File: config.mk
export PLATFORM = sky130hd
export DESIGN_NAME = sensor_frame_parser_unit
export DESIGN_NICKNAME = d
export VERILOG_FILES = /design/src/rtl/sfp_pkg.sv /design/src/rtl/sensor_frame_parser_unit.sv
export VERILOG_INCLUDE_DIRS = /design/src /design/src/rtl
export SDC_FILE = /design/constraint.sdc
export NUM_CORES = 1
export LEC_CHECK = 0
export BUFFER_PORTS_ARGS = -buffer_cell sky130_fd_sc_hd__buf_2
export CORE_ASPECT_RATIO = 0.8
export CORE_MARGIN = 1
export CORE_UTILIZATION = 50
export DETAILED_ROUTE_END_ITERATION = 10
export GPL_TIMING_DRIVEN = 0
export PLACE_DENSITY = 0.74
export SLEW_MARGIN = 25
export SYNTH_ARGS = -nofsm -noshare
export SYNTH_HDL_FRONTEND = slang
export SYNTH_SLANG_ARGS = --single-unit
export TNS_END_PERCENT = 100
File: constraint.sdc
create_clock -name clk_i -period 15.55 [get_ports clk_i]
set_input_delay 0 -clock clk_i [delete_from_list [all_inputs] [get_ports clk_i]]
set_output_delay 0 -clock clk_i [all_outputs]
set_load 0.01 [all_outputs]
File: src/rtl/assert_macros.svh
// ----------------------------------------------------------------------------
// assert_macros.svh
// Assertion helpers shared by the RTL; empty when SYNTHESIS is defined.
// ----------------------------------------------------------------------------
`ifndef ASSERT_MACROS_SVH
`define ASSERT_MACROS_SVH

`ifndef SYNTHESIS
// Implication checked on every rising clk_i edge outside reset
`define SFP_ASSERT(lbl, prop, msg) \
  lbl: assert property (@(posedge clk_i) disable iff (!rst_ni) prop) else $error(msg);
// Same check, also evaluated while reset is asserted
`define SFP_ASSERT_ALWAYS(lbl, prop, msg) \
  lbl: assert property (@(posedge clk_i) prop) else $error(msg);
`else
`define SFP_ASSERT(lbl, prop, msg)
`define SFP_ASSERT_ALWAYS(lbl, prop, msg)
`endif

`endif

File: src/rtl/sfp_pkg.sv
// ----------------------------------------------------------------------------
// sfp_pkg
// Constants and the result layout of the sensor frame parser.
// ----------------------------------------------------------------------------
package sfp_pkg;

  // Frame format
  localparam logic [7:0] SyncByte  = 8'h5A;
  localparam int unsigned FrameLen = 20;
  localparam int unsigned SumPos   = 19;
  localparam int unsigned DataFirst = 4;                       // first decoded byte
  localparam int unsigned DataBytes = SumPos - DataFirst;      // bytes 4..18
  localparam int unsigned PosW     = $clog2(FrameLen);

  typedef logic [PosW-1:0] pos_t;

  // Position codes with a meaning of their own
  localparam pos_t PosSync0 = pos_t'(0);
  localparam pos_t PosSync1 = pos_t'(1);
  localparam pos_t PosSum   = pos_t'(SumPos);

  // Result item, last field (status) in the lowest bits, padded to whole bytes
  typedef struct packed {
    logic [6:0]  pad;
    logic [15:0] altitude;
    logic [31:0] gas_resistance;
    logic [11:0] iaq_index;
    logic [3:0]  aq_acc;
    logic [23:0] pressure;
    logic [15:0] humidity;
    logic [15:0] temperature;
    logic        status;
  } result_t;

  localparam int unsigned OutDataW = $bits(result_t);

  localparam logic StatusOk  = 1'b0;
  localparam logic StatusErr = 1'b1;

endpackage

File: src/rtl/sensor_frame_parser_unit.sv
// Output: the result of a frame is on m_axis_tvalid in the cycle after its checksum byte is taken.
// Throughput: one byte per cycle; input stalls only while a result waits unaccepted.
// A single output register holds the result; the input side keeps taking bytes otherwise.
// Reset (rst_ni low, asynchronous): hunt restarts at byte 0, sum cleared, output empty.
// ----------------------------------------------------------------------------
// sensor_frame_parser_unit
// Finds 0x5A 0x5A framed 20-byte sensor frames, checks the sum8 checksum and
// emits the decoded big-endian fields, or an error status on mismatch.
// ----------------------------------------------------------------------------
`include "assert_macros.svh"

module sensor_frame_parser_unit (
  input  logic                         clk_i,
  input  logic                         rst_ni,
  // input item: [7:0] rx_byte
  input  logic                         s_axis_tvalid,
  output logic                         s_axis_tready,
  input  logic [7:0]                   s_axis_tdata,
  // result item: [0] status, [16:1] temperature, [32:17] humidity,
  // [56:33] pressure, [60:57] aq_acc, [72:61] iaq_index,
  // [104:73] gas_resistance, [120:105] altitude, [127:121] zero
  output logic                         m_axis_tvalid,
  input  logic                         m_axis_tready,
  output logic [sfp_pkg::OutDataW-1:0] m_axis_tdata
);

  sfp_pkg::pos_t    pos_q, pos_d;
  logic [7:0]       sum_q, sum_d;
  logic [7:0]       data_q [sfp_pkg::DataBytes];
  logic             out_valid_q, out_valid_d;
  sfp_pkg::result_t out_q, out_d;

  logic             in_acc;
  sfp_pkg::pos_t    pos_eff;
  logic             is_sync;
  logic             store;
  logic             close;

  assign s_axis_tready = !out_valid_q || m_axis_tready;
  assign in_acc        = s_axis_tvalid && s_axis_tready;
  assign is_sync       = (s_axis_tdata == sfp_pkg::SyncByte);

  // out-of-range position behaves as the start of a frame
  assign pos_eff = (pos_q >= sfp_pkg::pos_t'(sfp_pkg::FrameLen)) ? sfp_pkg::PosSync0 : pos_q;

  assign store = in_acc && (pos_eff < sfp_pkg::PosSum) &&
                 !((pos_eff == sfp_pkg::PosSync0 || pos_eff == sfp_pkg::PosSync1) && !is_sync);
  assign close = in_acc && (pos_eff == sfp_pkg::PosSum);

  // position and running sum
  always_comb begin
    pos_d = pos_q;
    sum_d = sum_q;
    if (in_acc) begin
      if (pos_eff == sfp_pkg::PosSync0 && !is_sync) begin
        pos_d = sfp_pkg::PosSync0;
      end else if (pos_eff == sfp_pkg::PosSync1 && !is_sync) begin
        pos_d = sfp_pkg::PosSync0;
        sum_d = '0;
      end else if (close) begin
        pos_d = sfp_pkg::PosSync0;
        sum_d = '0;
      end else begin
        pos_d = pos_eff + sfp_pkg::pos_t'(1);
        sum_d = (pos_eff == sfp_pkg::PosSync0) ? s_axis_tdata : sum_q + s_axis_tdata;
      end
    end
  end

  // decode of the stored bytes; data_q[0] holds byte 4, data_q[14] byte 18
  always_comb begin
    out_d = '0;
    if (s_axis_tdata != sum_q) begin
      out_d.status = sfp_pkg::StatusErr;
    end else begin
      out_d.status         = sfp_pkg::StatusOk;
      out_d.temperature    = {data_q[0], data_q[1]};
      out_d.humidity       = {data_q[2], data_q[3]};
      out_d.pressure       = {data_q[4], data_q[5], data_q[6]};
      out_d.aq_acc         = data_q[7][7:4];
      out_d.iaq_index      = {data_q[7][3:0], data_q[8]};
      out_d.gas_resistance = {data_q[9], data_q[10], data_q[11], data_q[12]};
      out_d.altitude       = {data_q[13], data_q[14]};
    end
  end

  // output register valid
  always_comb begin
    out_valid_d = out_valid_q;
    if (close) begin
      out_valid_d = 1'b1;
    end else if (m_axis_tready) begin
      out_valid_d = 1'b0;
    end
  end

  always_ff @(posedge clk_i or negedge rst_ni) begin
    if (!rst_ni) begin
      pos_q       <= sfp_pkg::PosSync0;
      sum_q       <= '0;
      out_valid_q <= 1'b0;
    end else begin
      pos_q       <= pos_d;
      sum_q       <= sum_d;
      out_valid_q <= out_valid_d;
    end
  end

  // frame bytes: shift line, the last DataBytes stored bytes are bytes 4..18
  always_ff @(posedge clk_i) begin
    if (store) begin
      for (int i = 0; i < int'(sfp_pkg::DataBytes) - 1; i++) begin
        data_q[i] <= data_q[i+1];
      end
      data_q[sfp_pkg::DataBytes-1] <= s_axis_tdata;
    end
  end

  always_ff @(posedge clk_i) begin
    if (close) begin
      out_q <= out_d;
    end
  end

  assign m_axis_tvalid = out_valid_q;
  assign m_axis_tdata  = out_q;

  // checks
  `SFP_ASSERT(a_pos_range, pos_q < sfp_pkg::pos_t'(sfp_pkg::FrameLen),
              "byte position out of range")
  `SFP_ASSERT(a_close_gives_result,
              close |=> (m_axis_tvalid && pos_q == sfp_pkg::PosSync0 && sum_q == 8'h00),
              "checksum byte gave no result")
  `SFP_ASSERT(a_bad_second_restarts,
              (in_acc && pos_q == sfp_pkg::PosSync1 && !is_sync) |=>
                (pos_q == sfp_pkg::PosSync0 && sum_q == 8'h00),
              "bad second sync byte did not restart")
  `SFP_ASSERT(a_err_fields_zero,
              (m_axis_tvalid && out_q.status == sfp_pkg::StatusErr) |->
                (out_q[sfp_pkg::OutDataW-1:1] == '0),
              "error result carries data")
  `SFP_ASSERT(a_no_accept_when_blocked, (out_valid_q && !m_axis_tready) |-> !s_axis_tready,
              "input taken while result stalled")

endmodule
; ---- Word-level counts from Yosys, hierarchy flattened
; Memory sizes are Yosys's and may differ from the RTL's. A register that Yosys moved wholly into a read port is not among the register bits.
; Cells that the tools add are included.
[op_classes]
n_addsub = 2
magnitude_cmp = 2
eq_ne = 4
n_mux = 12
n_bitwise = 1
reduce_logical = 15
[op_table]
columns = operator, n
row1 = $mux 8, 3
row2 = $mux 5, 4
row3 = $add 8x8->8, 1
row4 = $eq 8x7->1 const B, 1
row5 = $ne 8x8->1, 1
row6 = $logic_and 1x1->1, 7
row7 = $add 5x1->5 const B, 1
row8 = $eq 5x1->1 const B, 1
row9 = $eq 5x5->1 const B, 1
row10 = $ge 5x5->1 const B, 1
row11 = $logic_not 5->1, 1
row12 = $lt 5x5->1 const B, 1
row13 = $mux 1, 5
row14 = $logic_not 1->1, 3
row15 = $logic_or 1x1->1, 2
row16 = $reduce_and 2->1, 1
row17 = $reduce_bool 2->1, 1
row18 = $not 1->1, 1
[totals]
regBits = 135
ram_bits = 120
input_bits = 12
out_inout_bits = 130
wordCells = 48
memories = 1
[memory_table]
columns = name, words, width, rd, rd_ports_with_merged_regs, wr, line
row1 = data_q, 15, 8, 15, 1, 15, sensor_frame_parser_unit.sv:29  ; logic [7:0] data_q [sfp_pkg::DataBytes];

; ---- Logic depth before layout (Yosys ltp)
[logic_depth]
depth_word = 9
mapped_depth = 10
depth_no_buf = 9

; ---- Worst setup path before layout
; No wires, ideal clock.
[synth_path]
path_kind = flip-flop to flip-flop
from = register pos_q[3]
to = memory data_q[0][0], enable pin
arrival_ns = 7.704
setup_slack_ns = 7.181
path_stages_with_launch = 10
period_less_slack_ns = 8.369
path_cell_list = dfrtp_1 o21ai_2 and2_1 inv_1 ha_1 o21ba_2 o2111ai_1 and2_1 buf_6 a41oi_1
[synth_lines]
columns = element, line
row1 = from (decl), sensor_frame_parser_unit.sv:27  ; sfp_pkg::pos_t pos_q, pos_d;
row2 = from (signal assigned), sensor_frame_parser_unit.sv:99  ; pos_q <= sfp_pkg::PosSync0;
row3 = from (signal assigned), sensor_frame_parser_unit.sv:103  ; pos_q <= pos_d;
row4 = to (decl), sensor_frame_parser_unit.sv:29

==> impl_metrics.json <==
{
  "cp_slowest_cell": "a41oi_4",
  "max_stage_delay_ns": 0.48,
  "nFillCells": 1237,
  "routed_wl_mm": 16.34,
  "nets": 711,
  "synthMostInstantiatedCell": "edfxtp_1",
  "holdCritPathClass": "input pin to register",
  "ys_ff_latch": 255,
  "crit_chain": "o21ai_2 -> and2_1 -> inv_1 -> ha_1 -> o21ba_2 -> o2111ai_1 -> and2_1 -> buf_6 -> a41oi_4 -> buf_8 -> buf_8 -> buf_16 -> buf_8 -> buf_8",
  "cts_max_level": 1,
  "async_reset_ff_frac": 0.05490,
  "gr-usage-met2": 0.2931,
  "drv_slew": 0,
  "p_seq_frac": 0.555,
  "start_util": 0.5196,
  "drt_pass1_iterations": 4,
  "cp_common_cell": "buf_8",
  "power_frac_comb": 0.097,
  "clk_pin_slew_ns": 0.06,
  "rows": 43,
  "netlist_top_cells_area": "edfxtp_1 (79%), and2_1 (8.4%), dfrtp_1 (3.8%)",
  "avgSynthCellArea_um2": 18.41,
  "grt_pass1_vias": 4601,
  "num_antenna_cells": 0,
  "powerDensity_nw_per_um2": 133.5,
  "grt_usage": 0.1734,
  "vias": 4743,
  "die-width_um": 153.4,
  "p_total_w": 0.001503,
  "fmax_mhz": 275.0,
  "dieArea_um2": 18890,
  "ctsHoldBuffers": 12,
  "cp-start-kind": "register",
  "fin_ws_ns": 11.91,
  "io_buffers": 134,
  "cts_tree": "built",
  "synth.cells.most_frequent": "edfxtp_1 (241), and2_1 (123), dfrtp_1 (14)",
  "hold_viol": 0,
  "grt-ovfl-total": 0,
  "synthFlopType": "edfxtp_1",
  "cp_data_required_time_ns": 15.76,
  "fin_crit_ns": 3.636,
  "yosysTopAreaCell": "edfxtp_1",
  "gp_congestion": 0.7537,
  "tns_ns": 0,
  "synth_top_area_frac": 0.7892,
  "ys_types": 44,
  "drt_iter0_markers": 334,
  "final_area_um2": 11260,
  "top_usage_layer": "met2",
  "grt_start_max_net_pins": 29,
  "worstSetupPathType": "register to register",
  "finalCritPeriodShare": 0.2338,
  "pre_cts_slack_ns": 11.91,
  "synthCells": 498,
  "cts_buffers": 24,
  "critPathCaptureType": "register",
  "ir_drop_mv": 0.07114,
  "syn2layout_area_growth_pct": 22.81,
  "final-setup-viol-count": 0,
  "place_area_um2": 10440,
  "clkPwrFrac": 0.348,
  "ioPinCount": 142,
  "antenna_found_initial": 2,
  "status": "completed",
  "vias_per_cell": 5.111,
  "drc": 0,
  "cts_root_buf": "clkbuf_16",
  "ant_nets": 0,
  "leakagePower_nw": 4.150,
  "grtUsageMet3": 0.02979,
  "power.internal_w": 0.001166,
  "ys_seq_area_frac": 0.8274,
  "worstMarginPinSlew_ns": 0.7042,
  "drv_cap": 0,
  "rsz0062_at_grt": "false",
  "slew_headroom": 0.5305,
  "utilization": 0.6382,
  "cts_buffer_depth": 3,
  "post_cts_buffers": 0,
  "dpl.hpwl_mm": 11.05,
  "switching_power_w": 0.0003374,
  "crit_path_max_fanout": 16,
  "clock_sinks": 255,
  "die_h_um": 123.1,
  "syn_area_um2": 9170,
  "p_sw_frac": 0.2245,
  "grt_pass1_wl_mm": 24.81,
  "ys_warn_count": 0,
  "fin_skew_ns": 0.007099,
  "coreArea_um2": 17650,
  "gr-usage-met1": 0.2347,
  "ctsResizeCount": 0,
  "drive_above_1_share": 0.2788,
  "insertion_delay_ns": 0.50,
  "synth_edf_count": 241,
  "cp_data_arrival_time_ns": 3.85,
  "post_drt_wl_per_cell_um": 17.61
}
[layout by cell type (no fill, tap or decap), types with 5 or more instances in the layout]
cell type / netlist / routed
nor2_1: 8 / 7
ha_1: 9 / 9
nand2b_1: 5 / 5
buf_16: 0 / 5
clkbuf_1: 12 / 16
inv_1: 6 / 6
nand2_1: 13 / 13
dfrtp_1: 14 / 14
buf_4: 7 / 7
dlygate4sd3_1: 0 / 12
buf_2: 1 / 135
and2_1: 123 / 123
buf_8: 0 / 6
o21ai_0: 7 / 7
edfxtp_1: 241 / 241
clkbuf_16: 0 / 24
o21ai_1: 5 / 5
xor2_1: 5 / 5
conb_1: 1 / 7
[kinds of logic (layout without fill, tap and decap cells)]
group | count (synthesis) | count (layout) | share of synthesized area
DFF | 255 | 255 | 0.8274
and+or+nand+nor | 159 | 159 | 0.1041
AOI/OAI and AO/OA | 38 | 38 | 0.03084
buffers and inverters | 27 | 226 | 0.01487
adders and majority gates | 10 | 10 | 0.01446
xor gates and xnor gates | 6 | 6 | 0.005731
muxes | 2 | 2 | 0.002183
other | 1 | 7 | 0.0004089
[stage by stage]
stage / std cells / hold slack [ns]
final: 928 / 0.2574
after global routing: 928 / 0.2381
after CTS: 928 / 0.2313
after detailed placement: 876 / -0.07670
after global placement: 863 / -0.08704
after floorplan: 504 / -0.2956
[power groups by stage]
stage               registers [W]   logic, W  clock network (W)
global placement         0.000869   0.000112                  0
detailed placement       0.000849   0.000144                  0
floorplan                0.000856  0.0000902                  0
CTS                      0.000835   0.000146           0.000535
global route             0.000840   0.000160           0.000558
finish                   0.000835   0.000145           0.000523
[flip-flops by register name, indices dropped and copies added, names as in the netlist]
signal	cells
data_q	120
pos_q	5
sum_q	8
m_axis_tdata	121
m_axis_tvalid	1
[area by class of cell]
class | instances | area, um^2 | area share
Buffer | 21 | 113.9 | 0.01011
Clock buffer | 30 | 643.1 | 0.05710
Clock inverter | 10 | 60.06 | 0.005333
Inverter | 6 | 22.52 | 0.002000
Multi-Input combinational cell | 222 | 1495 | 0.1328
Sequential cell | 255 | 7587 | 0.6737
Tap cell | 225 | 281.5 | 0.02500
Timing Repair Buffer | 159 | 1059 | 0.09399
[path summary, 6_finish.rpt]
kind | end | from | cells after the start | slack, ns
min | data_q[14][5]$_DFFE_PP_ | s_axis_tdata[5] | 2 | 0.26
max reg2reg | data_q[2][1]$_DFFE_PP_ | pos_q[3]$_DFFE_PN0P_ | 14 | 11.91
min reg2reg | data_q[12][2]$_DFFE_PP_ | data_q[13][2]$_DFFE_PP_ | 0 | 0.44
max | data_q[2][1]$_DFFE_PP_ | pos_q[3]$_DFFE_PN0P_ | 14 | 11.91
min in group asynchronous | sum_q[5]$_DFFE_PN0P_ | rst_ni | 3 | 0.59
max in group asynchronous | sum_q[0]$_DFFE_PN0P_ | rst_ni | 3 | 14.53
[layer usage]
metal | up-vias | routed length [um]
met5 | - | 0
met4 | 0 | 322
met3 | 27 | 985
met2 | 199 | 7860
met1 | 2307 | 7173
li1 | 2210 | -
[critical path, delay by kind of cell (launching register included)]
family	cells	cell delay [ns]
and+or+nand+nor	2	0.41
adders and majority gates	1	0.18
buffers and inverters	7	1.09
DFF	1	0.47
AOI/OAI and AO/OA	4	1.17
(Power assumes the default switching activity.)
